`config.mk`:
```
export PLATFORM = sky130hd
export DESIGN_NAME = sorted_key_value_table_core
export DESIGN_NICKNAME = d
export VERILOG_FILES = /design/src/rtl/skvt_pkg.sv /design/src/rtl/skvt_cell.sv /design/src/rtl/sorted_key_value_table_core.sv
export SDC_FILE = /design/constraint.sdc
export NUM_CORES = 2
export LEC_CHECK = 0
export BUFFER_PORTS_ARGS = -buffer_cell sky130_fd_sc_hd__buf_4
export CORE_ASPECT_RATIO = 1.5
export CORE_UTILIZATION = 40
export DETAILED_ROUTE_END_ITERATION = 10
export PLACE_DENSITY_LB_ADDON = 0.15
export REMOVE_ABC_BUFFERS = 1
export SLEW_MARGIN = 10
export SYNTH_ARGS = -nofsm -noshare
export SYNTH_HDL_FRONTEND = slang
export SYNTH_SLANG_ARGS = --single-unit
export TNS_END_PERCENT = 1
```
`constraint.sdc`:
```
create_clock -name i_clk -period 7.1 [get_ports i_clk]
set_clock_uncertainty 0.05 [all_clocks]
set_input_delay 0.71 -clock i_clk [delete_from_list [all_inputs] [get_ports i_clk]]
set_output_delay 0.71 -clock i_clk [all_outputs]
set_load 0.02 [all_outputs]
```
`src/rtl/skvt_pkg.sv`:
```
// Shared types, codes and default sizes of the sorted key/value table.
`timescale 1ns / 1ps
`default_nettype none
package skvt_pkg;

    localparam int DEPTH_DEF      = 16;
    localparam int KEY_BITS_DEF   = 32;
    localparam int VALUE_BITS_DEF = 32;

    typedef enum logic [1:0] {
        ACT_INSERT = 2'd0,
        ACT_REMOVE = 2'd1,
        ACT_GET    = 2'd2,
        ACT_CLEAR  = 2'd3
    } t_action;

    typedef enum logic [1:0] {
        ST_OK      = 2'd0,
        ST_MISSING = 2'd1,
        ST_FULL    = 2'd2
    } t_status;

    // Broadcast command seen by every cell
    typedef enum logic [1:0] {
        CELL_HOLD    = 2'd0,
        CELL_INSERT  = 2'd1,
        CELL_REPLACE = 2'd2,
        CELL_REMOVE  = 2'd3
    } t_cell_op;

    typedef struct packed {
        logic gt;   // occupied and stored key above the request key
        logic hit;  // occupied and stored key equal to the request key
    } t_cell_flags;

    typedef struct packed {
        logic [1:0]  action;
        logic [31:0] key;
        logic [31:0] value_in;
    } t_req;

    typedef struct packed {
        logic [1:0]  status;
        logic [31:0] value_out;
        logic [4:0]  entry_count;
    } t_rsp;

endpackage
`default_nettype wire

```
`src/rtl/skvt_cell.sv`:
```
// One slot of the table: a key/value register with its compare and shift logic.
`timescale 1ns / 1ps
`default_nettype none
module skvt_cell
    import skvt_pkg::*;
#(
    parameter int KEY_BITS   = KEY_BITS_DEF,
    parameter int VALUE_BITS = VALUE_BITS_DEF
) (
    input  wire logic                  i_clk,
    input  wire t_cell_op              i_op,
    input  wire logic [KEY_BITS-1:0]   i_key,
    input  wire logic [VALUE_BITS-1:0] i_value,
    input  wire logic                  i_occ,
    input  wire logic                  i_left_gt,
    input  wire logic [KEY_BITS-1:0]   i_left_key,
    input  wire logic [VALUE_BITS-1:0] i_left_value,
    input  wire logic [KEY_BITS-1:0]   i_right_key,
    input  wire logic [VALUE_BITS-1:0] i_right_value,
    output t_cell_flags                o_flags,
    output logic [KEY_BITS-1:0]        o_key,
    output logic [VALUE_BITS-1:0]      o_value
);

    logic [KEY_BITS-1:0]   r_key;
    logic [VALUE_BITS-1:0] r_value;
    logic [KEY_BITS-1:0]   n_key;
    logic [VALUE_BITS-1:0] n_value;

    assign o_flags.gt  = i_occ && (r_key > i_key);
    assign o_flags.hit = i_occ && (r_key == i_key);
    assign o_key       = r_key;
    assign o_value     = r_value;

    always_comb begin
        n_key   = r_key;
        n_value = r_value;
        case (i_op)
            CELL_INSERT: begin
                // the slot where the left neighbour is the last greater key takes the new pair
                if (i_left_gt && !o_flags.gt) begin
                    n_key   = i_key;
                    n_value = i_value;
                end else if (!i_left_gt) begin
                    n_key   = i_left_key;
                    n_value = i_left_value;
                end
            end
            CELL_REPLACE: begin
                if (o_flags.hit) begin
                    n_value = i_value;
                end
            end
            CELL_REMOVE: begin
                // close the gap from the hit slot onwards
                if (!o_flags.gt) begin
                    n_key   = i_right_key;
                    n_value = i_right_value;
                end
            end
            default: begin
            end
        endcase
    end

    always_ff @(posedge i_clk) begin
        r_key   <= n_key;
        r_value <= n_value;
    end

endmodule
`default_nettype wire

```
`src/rtl/sorted_key_value_table_core.sv`:
```
// Top level of the sorted key/value table: a row of slot cells and the request control.
`timescale 1ns / 1ps
`default_nettype none
// The table keeps up to DEPTH key/value pairs in descending unsigned key order,
// one pair per cell of a linear row. A request (insert or replace, remove, get,
// clear) is taken on every clock edge at which start is high; busy is always low,
// so a new request may follow in each cycle. All cells compare the request key
// against their stored key in parallel, and an insert or remove shifts the row by
// one slot towards its right or left neighbour within the same cycle. The result
// of each request is registered and appears on o_rsp in the cycle after its transfer,
// marked by o_done for that one cycle; the receiver cannot stall it, so it must
// take it then. Throughput is one request per cycle, set by the single
// compare-and-shift step of the cell row. A get or remove that misses
// returns not-found; an insert of a new key into a full table returns full and
// changes nothing. After reset the table is empty; cell contents need no clearing.
module sorted_key_value_table_core
    import skvt_pkg::*;
#(
    parameter int DEPTH      = DEPTH_DEF,
    parameter int KEY_BITS   = KEY_BITS_DEF,
    parameter int VALUE_BITS = VALUE_BITS_DEF
) (
    input  wire logic i_clk,
    input  wire logic i_rst_n,
    input  wire logic start,
    output logic      busy,
    input  wire t_req i_req,
    output logic      o_done,
    output t_rsp      o_rsp
);

    localparam int CW = $clog2(DEPTH + 1);

    logic [CW-1:0]         r_count;
    logic [CW-1:0]         n_count;
    logic                  r_done;
    t_rsp                  r_rsp;
    t_rsp                  n_rsp;

    logic [KEY_BITS-1:0]   req_key;
    logic [VALUE_BITS-1:0] req_value;
    t_cell_op              cell_op;
    t_cell_flags           flags [DEPTH];
    logic [KEY_BITS-1:0]   cell_key [DEPTH];
    logic [VALUE_BITS-1:0] cell_value [DEPTH];
    logic [DEPTH-1:0]      hit_vec;
    logic                  any_hit;
    logic                  full;
    logic [VALUE_BITS-1:0] hit_value;

    // Keep only the low KEY_BITS / VALUE_BITS of the request fields
    assign req_key   = KEY_BITS'(i_req.key);
    assign req_value = VALUE_BITS'(i_req.value_in);
    assign busy      = 1'b0;
    assign full      = (r_count == CW'(DEPTH));

    // Row of cells: cell 0 holds the largest key
    for (genvar g = 0; g < DEPTH; g++) begin : g_cell
        logic                  left_gt;
        logic [KEY_BITS-1:0]   left_key;
        logic [VALUE_BITS-1:0] left_value;
        logic [KEY_BITS-1:0]   right_key;
        logic [VALUE_BITS-1:0] right_value;

        if (g == 0) begin : g_first
            assign left_gt    = 1'b1;
            assign left_key   = cell_key[g];
            assign left_value = cell_value[g];
        end else begin : g_inner_left
            assign left_gt    = flags[g-1].gt;
            assign left_key   = cell_key[g-1];
            assign left_value = cell_value[g-1];
        end

        if (g == DEPTH - 1) begin : g_last
            assign right_key   = cell_key[g];
            assign right_value = cell_value[g];
        end else begin : g_inner_right
            assign right_key   = cell_key[g+1];
            assign right_value = cell_value[g+1];
        end

        skvt_cell #(
            .KEY_BITS   (KEY_BITS),
            .VALUE_BITS (VALUE_BITS)
        ) u_cell (
            .i_clk         (i_clk),
            .i_op          (cell_op),
            .i_key         (req_key),
            .i_value       (req_value),
            .i_occ         (CW'(g) < r_count),
            .i_left_gt     (left_gt),
            .i_left_key    (left_key),
            .i_left_value  (left_value),
            .i_right_key   (right_key),
            .i_right_value (right_value),
            .o_flags       (flags[g]),
            .o_key         (cell_key[g]),
            .o_value       (cell_value[g])
        );

        assign hit_vec[g] = flags[g].hit;
    end

    assign any_hit = |hit_vec;

    // At most one cell hits, since keys are unique: OR the masked values together
    always_comb begin
        hit_value = '0;
        for (int i = 0; i < DEPTH; i++) begin
            hit_value = hit_value | (hit_vec[i] ? cell_value[i] : '0);
        end
    end

    // Decode the transfer into the cell command, the new count and the result
    always_comb begin
        cell_op           = CELL_HOLD;
        n_count           = r_count;
        n_rsp.status      = ST_OK;
        n_rsp.value_out   = '0;
        if (start) begin
            case (t_action'(i_req.action))
                ACT_INSERT: begin
                    if (any_hit) begin
                        cell_op = CELL_REPLACE;
                    end else if (full) begin
                        n_rsp.status = ST_FULL;
                    end else begin
                        cell_op = CELL_INSERT;
                        n_count = r_count + 1'b1;
                    end
                end
                ACT_REMOVE: begin
                    if (any_hit) begin
                        cell_op         = CELL_REMOVE;
                        n_count         = r_count - 1'b1;
                        n_rsp.value_out = 32'(hit_value);
                    end else begin
                        n_rsp.status = ST_MISSING;
                    end
                end
                ACT_GET: begin
                    if (any_hit) begin
                        n_rsp.value_out = 32'(hit_value);
                    end else begin
                        n_rsp.status = ST_MISSING;
                    end
                end
                ACT_CLEAR: begin
                    n_count = '0;
                end
                default: begin
                end
            endcase
        end
        n_rsp.entry_count = 5'(n_count);
    end

    // Advance the count and strobe; register the result payload without reset
    always_ff @(posedge i_clk) begin
        if (!i_rst_n) begin
            r_count <= '0;
            r_done  <= 1'b0;
        end else begin
            r_count <= n_count;
            r_done  <= start;
        end
        r_rsp <= n_rsp;
    end

    assign o_done = r_done;
    assign o_rsp  = r_rsp;

endmodule
`default_nettype wire

```
# --- Yosys cells after proc, flatten, opt, wreduce, memory -nomap -nowiden ---
# Index checks and enable logic that the tools add are counted.
totals:
  reg_bits: 1069
  wordCells: 427
  output_inout_bits: 41
  latchBits: 0
  n_memories: 0
  mem_bits_ro: 0
  inputBits: 69
  ram_bits: 0
classes:
  mul: 0
  add_sub_neg: 2
  div: 0
  n_bitwise: 15
  mux: 169
  eq_ne: 71
  shifts: 0
  order_cmp: 32
  n_reduce_logical: 101
ops:
  columns: ["cell", "count"]
  rows:
  - ["32-bit two-way mux", 124]
  - ["32-bit one-hot mux with 3 select lines", 15]
  - ["32-bit one-hot mux with 2 select lines", 16]
  - ["32-bit == test", 16]
  - ["32-bit greater-than comparator", 16]
  - ["32-bit bitwise OR", 15]
  - ["2-bit != test, second input constant", 33]
  - ["4-bit AND reduction", 15]
  - ["3-bit AND reduction", 17]
  - ["1-bit logical AND", 47]
  - ["3-bit != test, second input constant", 15]
  - ["4-bit by 5-bit less-than comparator with 1-bit output, first input constant", 8]
  - ["3-bit by 5-bit less-than comparator with 1-bit output, first input constant", 4]
  - ["5-bit two-way mux", 4]
  - ["16-bit OR reduction", 1]
  - ["1-bit zero test", 15]
  - ["5-bit one-hot mux with 3 select lines", 1]
  - ["1-bit by 5-bit less-than comparator with 1-bit output, first input constant", 2]
  - ["2-bit by 5-bit less-than comparator with 1-bit output, first input constant", 2]
  - ["2-bit two-way mux", 5]
  - ["2-bit == test, second input constant", 4]
  - ["2-bit one-hot mux with 2 select lines", 2]
  - ["5-bit by 1-bit adder with 5-bit output, second input constant", 1]
  - ["5-bit == test, second input constant", 1]
  - ["8 further kinds", 11]

# --- Logic depth before layout (Yosys ltp) ---
depth:
  ltp_word: 18
  depth_mapped: 22
  depth_no_buf: 17

# --- Hierarchy ---
# A second synthesis with hierarchy kept.
unflattened:
  hier_cells: 8330
  hier_area_um2: 80493.4
modules_own_cells:
  columns: ["module", "cells_each", "seq_area_each_um2", "instances", "area_per_inst_um2"]
  rows:
  - ["skvt_cell (g_cell[0].u_cell ...)", 482, 1921.8, 14, 4700.8]
  - ["skvt_cell (g_cell[8].u_cell ...)", 522, 1921.8, 2, 5102.4]
  - ["sorted_key_value_table_core", 538, 900.9, 1, 4478.0]

# --- Least setup slack after synthesis ---
# Ideal clock, no wire load.
synth_path:
  kind: "input port to flip-flop"
  start: "in i_req[52] (netlist bit)"
  end: "reg g_cell[1].u_cell.r_value[0], enable pin"
  t_arrival_ns: 7.260
  path_stages: 20
  path_slack_ns: -0.680
  path_buffers: 6
  t_required_ns: 6.580
  setup_time_ns: 0.470
  cell_sequence: "clkbuf_1 > inv_1 > ha_1 > nand4_1 > or4_1 > or4_1 > nand4b_1 > a211oi_2 > nand2_1 > mux2i_1 > nand2_1 > buf_2 > inv_1 > ha_1 > clkbuf_1 > clkbuf_1 > clkbuf_1 > clkbuf_1 > o21a_1 > a211oi_1"
synth_via:
  elab_chain_cells: 9
  word_cells_on_any_way: 51
  classes_between: "order compare (2); eq/ne (22); mux (4); reduce/logical (23)"
synth_rtl:
  columns: ["item", "line", "rtl"]
  rows:
  - ["start, declared", "sorted_key_value_table_core.sv:27", "input wire t_req i_req,"]
  - ["32-bit == test", "skvt_cell.sv:31", "assign o_flags.hit = i_occ && (r_key == i_key);"]
  - ["1-bit logical AND", "skvt_cell.sv:31", null]
  - ["16-bit OR reduction", "sorted_key_value_table_core.sv:105", "assign any_hit = |hit_vec;"]
  - ["2-bit two-way mux, on equally long branches", "sorted_key_value_table_core.sv:134, sorted_key_value_table_core.sv:124", null]
  - ["2-bit one-hot mux with 2 select lines", "sorted_key_value_table_core.sv:122", "case (t_action'(i_req.action))"]
  - ["2-bit two-way mux", "sorted_key_value_table_core.sv:121", "if (start) begin"]
  - ["2-bit by 1-bit == test with 1-bit output or 2-bit == test (tied branches)", "skvt_cell.sv:38", "case (i_op)"]
  - ["3-bit != test (no source line) (tied with other cells)", null, null]
  - ["4-bit AND reduction (no source line) (*)", null, null]
  - ["end signal, assigned", "skvt_cell.sv:68", "r_value <= n_value;"]
  - ["end, declared", "skvt_cell.sv:26", "logic [VALUE_BITS-1:0] r_value;"]
# Mark *: on every way between the ends. The rest lies on a longest branch, timed or not.
# A chain may end at the register's enable or synchronous reset.

# --- Worst setup path after layout ---
layout_path:
  start: "in i_req[52] (netlist bit)"
  end: "reg g_cell[13].u_cell.r_key[19], enable pin"
layout_via:
  elab_chain_cells: 9
  word_cells_on_any_way: 49
  classes_between: "order compare (2); eq/ne (20); mux (4); reduce/logical (23)"
layout_rtl:
  columns: ["item", "line", "rtl"]
  rows:
  - ["32-bit == test", "skvt_cell.sv:31", null]
  - ["1-bit logical AND", "skvt_cell.sv:31", null]
  - ["16-bit OR reduction", "sorted_key_value_table_core.sv:105", null]
  - ["2-bit two-way mux, on equally long branches", "sorted_key_value_table_core.sv:134, sorted_key_value_table_core.sv:124", null]
  - ["2-bit one-hot mux with 2 select lines", "sorted_key_value_table_core.sv:122", null]
  - ["2-bit two-way mux", "sorted_key_value_table_core.sv:121", null]
  - ["2-bit by 1-bit == test with 1-bit output or 2-bit == test (tied branches)", "skvt_cell.sv:38", null]
  - ["3-bit != test (no source line) (tied with other cells)", null, null]
  - ["3-bit AND reduction (no source line) (*)", null, null]
  - ["end signal, assigned", "skvt_cell.sv:67", "r_key <= n_key;"]
  - ["end, declared", "skvt_cell.sv:25", "logic [KEY_BITS-1:0] r_key;"]
# Marks and branches as above.

==> results.txt <==
Primary flip-flop cell chosen by synthesis mapping: edfxtp_1. The share of total power dissipated in the clock network is 42.9%. The share of total power dissipated in sequential elements is 48.9%. The Yosys step of the flow raised 0 warnings.

For this design the top-level I/O count stands at 110. In this run the critical register-to-register path is captured at g_cell[13].u_cell.o_key[19]. The run gives 82 as the number of unique standard cell types used by synthesis.

Depth of the worst hold-timing path: 2. The number of setup buffers added after CTS is 0. The multi-input logic area was 33100 µm²; the initial core utilization was 40.3%. For the first-pass GRT wire length, the log shows 407000 µm. The design area was 74900 µm²; the total of hold buffers inserted after clock tree synthesis was 0. The class of the most critical setup path is in2reg.

Once detailed placement completed, the half-perimeter wirelength came to 184000 µm. Post-placement cell count: 8473. Traced cell by cell, the critical path runs through buf_4 > inv_1 > buf_4 > ha_1 > nand4_1 > nor4_1 > buf_4 > nand4_1 > nor3_1 > a211oi_2 > nand2_1 > mux2i_1 > nand2_1 > inv_1 > ha_4 > buf_4 > a21oi_1 > nor2_1 > nor2_4 > buf_4. The number of nets still failing antenna checks after routing came out at 0.

The top cell types in the final layout, fill and taps aside, are edfxtp_1 (1024), nand2_1 (1001), ha_1 (522). Destination of the worst hold path: g_cell[15].u_cell.o_value[19]. Counting the fill cells in the layout gives 15600. At the later pin of the worst-skew pair, clock insertion delay measures 0.82 ns. The overall via count from detail_route is 59000, and the overall die width is 335 µm.

In the synthesized netlist the async set-or-reset flop fraction comes to 0%. Entering global routing, the biggest net connects 243 pins. The arrival time at the worst endpoint was 6.73 ns. STA puts the critical path data required time at 7.49 ns. For this run, the top clock speed supported by timing is 158 MHz. Adding up every negative setup slack in the final design gives 0 ns. The area of placed instances was 71100 µm²; the cell internal power dissipation was 10.9 mW. The run gives 8 as the detailed-routing iteration count for the pre-antenna-repair pass. Measured along the y axis, the die boundary spans 502 µm. The hold violation count in the final report came out at 0. For the via count of the first global-routing pass, the log shows 57200.

In this run the register-to-register setup slack is 0.91 ns. The part of the total power dissipated in combinational logic is 8.3%, and the per-instance average area after synthesis is 10.3 µm². The clock passes through at most 3 buffers. The clock sink count is 1069.

In this run switching power makes up 25.9% of total power. Buffers placed on the I/O ports in this run total 108. The min-delay analysis places its worst path in the category in2reg. The final layout contains routed wiring with a total length of 287000 µm. The cell at the root of the clock tree is clkbuf_16. The count of non-filler cells in the finished layout was 8695; the final estimated routing congestion in global placement was 1.01. The startpoint identified for the worst hold timing path is i_req[19].

The count of flip-flops with a built-in enable after synthesis was 1024. The detailed router finished its first iteration with 7301 violations. Setup repair after global routing left no endpoint under its margin. Routed length per instance: 33.0 µm. The core region is 166000 µm². The tools report the critical path capture point type as a register. Measured against its own limit, the worst slew margin works out to 11.4%. The most numerous cell type found on the critical path is buf_4. The period utilization is 89.2%. In this run the power density over the cells is 196 nW/µm².

Gates resized during post-CTS repair numbered 0. The synthesized design contains 1069 register bits. STA classifies the critical path startpoint as an input port. The share of post-route cells with drive strength above 1 is 10.7%.

Setup violations remaining at the end of the flow were counted as 0. The run gives 0 as the remaining global-route overflow. For this run, the post-layout net count is 6962. Sequential-to-total area share from yosys stat: 47.5%.

For the pin with the worst max-slew slack, the measured transition is 1.32 ns. Maximum fanout encountered on the critical timing path: 15. On the critical path, the stage with the largest delay is an instance of nor4_1.

Startpoint of the lowest-slack register-to-register path: g_cell[15].u_cell.o_key[19]. The tools report the switching power as 3.81 mW. Synthesis handed over a netlist of 6470 instances.

The run finished with clean final reports. The analysis attributes to cell leakage a power of 28.3 nW. In the global route stage, overall resource usage came out at 33.2%. After detailed routing, the number of remaining DRC violations is 0. After synthesis the cells add up to 66700 µm².

The tools report the site row count as 183. TritonCTS built the clock tree. The largest single stage delay on the critical path is 0.85 ns. The flip-flop and latch area came out at 31700 µm². The floorplan step defined a die boundary enclosing 168000 µm².

The run gives 8 as the number of antenna violations at the first check in global routing. The leading cell type in the layout, fill and taps excluded is edfxtp_1. Compared with the post-synthesis result, the final layout area differs by 12.3%. Across the run, the number of max-cap violations was 0. The minimum clock period is 6.33 ns, and the clock-pin slew reported for the worst setup and hold paths after clock tree synthesis is 0.06 ns.

The highest ir drop seen on vdd was 0.000257 V; the depth of the worst register-to-register path was 17. The H-tree was split into 3 levels. The vias per cell came out at 6.79. The number of max-slew violations in the final report was 0; the number of buffers created by CTS was 114.
kinds of logic after synthesis:
| family | Yosys count | share of synthesized area (%) |
|---|---|---|
| AO/OA/AOI/OAI | 1766 | 19.4 |
| adder cells (fa/ha/maj) | 524 | 9.83 |
| buffers and inverters | 638 | 3.73 |
| flip-flops | 1069 | 47.5 |
| multiplexers | 289 | 4.46 |
| other | 1 | 0.00562 |
| AND/OR/NAND/NOR | 2183 | 15.2 |
worst max-delay path by stage:
stage                     slack, ns                      endpoint  startpoint  cells after the start
final                          0.77   g_cell[13].u_cell.o_key[19]   i_req[52]                     20
after global routing           0.61   g_cell[13].u_cell.o_key[19]   i_req[52]                     20
after CTS                      1.08   g_cell[13].u_cell.o_key[19]   i_req[52]                     20
after detailed placement       0.26   g_cell[13].u_cell.o_key[29]   i_req[52]                     20
after global placement         0.26     g_cell[7].u_cell.o_key[1]   i_req[52]                     19
after floorplan             -101.46  g_cell[1].u_cell.o_value[31]   i_req[59]                     14
per-stage QoR:
| stage | util (%) | hold slack [ns] | total power [mW] | setup WS [ns] |
|---|---|---|---|---|
| after floorplan | - | 0.479 | 7.93 | -101.46 |
| after global placement | 42.9 | 0.487 | 8.49 | 0.262 |
| after detailed placement | 43.0 | 0.515 | 8.51 | 0.264 |
| after CTS | 45.2 | 0.139 | 14.8 | 1.08 |
| after global routing | 45.2 | 0.186 | 15.1 | 0.607 |
| final | 45.2 | 0.178 | 14.7 | 0.766 |
sequential cells by signal, indices dropped and copies added (netlist names):
name,cells
g_cell.u_cell.o_key,512
g_cell.u_cell.o_value,512
o_rsp,39
r_count,5
o_done,1
critical path, delay by kind of cell:
kind | cells | cell delay, ns
AOI/OAI and AO/OA | 2 | 0.35
adders and majority gates | 2 | 0.42
buffers and inverters | 7 | 1.72
muxes | 1 | 0.17
and+or+nand+nor | 8 | 3.32
cells in the mapped netlist (all sizes together) (10+ instances only):
cell type / number / area, µm²
clkbuf: 469 / 1760
edfxtp: 1024 / 30700
ha: 524 / 6560
and3: 134 / 838
and4: 16 / 143
mux2: 63 / 709
a211oi: 46 / 355
a21o: 101 / 758
nor4: 28 / 196
nor2b: 39 / 244
nor3: 127 / 636
a21oi: 254 / 1270
a221oi: 89 / 780
nand3: 487 / 2440
a22o: 62 / 543
a222oi: 64 / 641
o211ai: 30 / 225
a31oi: 40 / 250
nor2: 155 / 584
mux2i: 226 / 2260
a211o: 10 / 87.6
nand2b: 13 / 81.3
and2: 14 / 87.6
o21ai: 407 / 2040
o2111ai: 453 / 3970
nand4: 135 / 845
nand2: 1006 / 3780
inv: 66 / 248
a22oi: 14 / 105
a221o: 124 / 1240
buf: 102 / 475
dfxtp: 45 / 901
area by class of cell:
| class | instances | share of cell area (%) |
|---|---|---|
| inverter | 67 | 0.342 |
| tap | 2220 | 3.71 |
| antenna | 6 | 0.0200 |
| sequential | 1069 | 42.3 |
| clock inverter | 82 | 1.12 |
| timing repair buffer | 354 | 4.39 |
| multi-input combinational | 4763 | 44.2 |
| clock buffer | 134 | 3.92 |
power by group through the flow:
stage                     Clock (mW)  Sequential, mW  Combinational, mW
after global placement             0            7.32               1.16
final                           6.31            7.19               1.22
after global routing            6.58            7.20               1.30
after CTS                       6.38            7.19               1.19
after detailed placement           0            7.32               1.19
after floorplan                    0            7.28              0.656
metal layers:
layer	vias to the layer above	wire [µm]	part of all wire [%]	global-route usage [%]
met5	-	96	0.033	0
met4	14	24900	8.7	25.1
met3	1010	23200	8.1	4.44
met2	3438	137000	48	55.4
met1	29200	102000	35	38.6
li1	25400	-	-	-
Power figures use the tool's default switching activity.
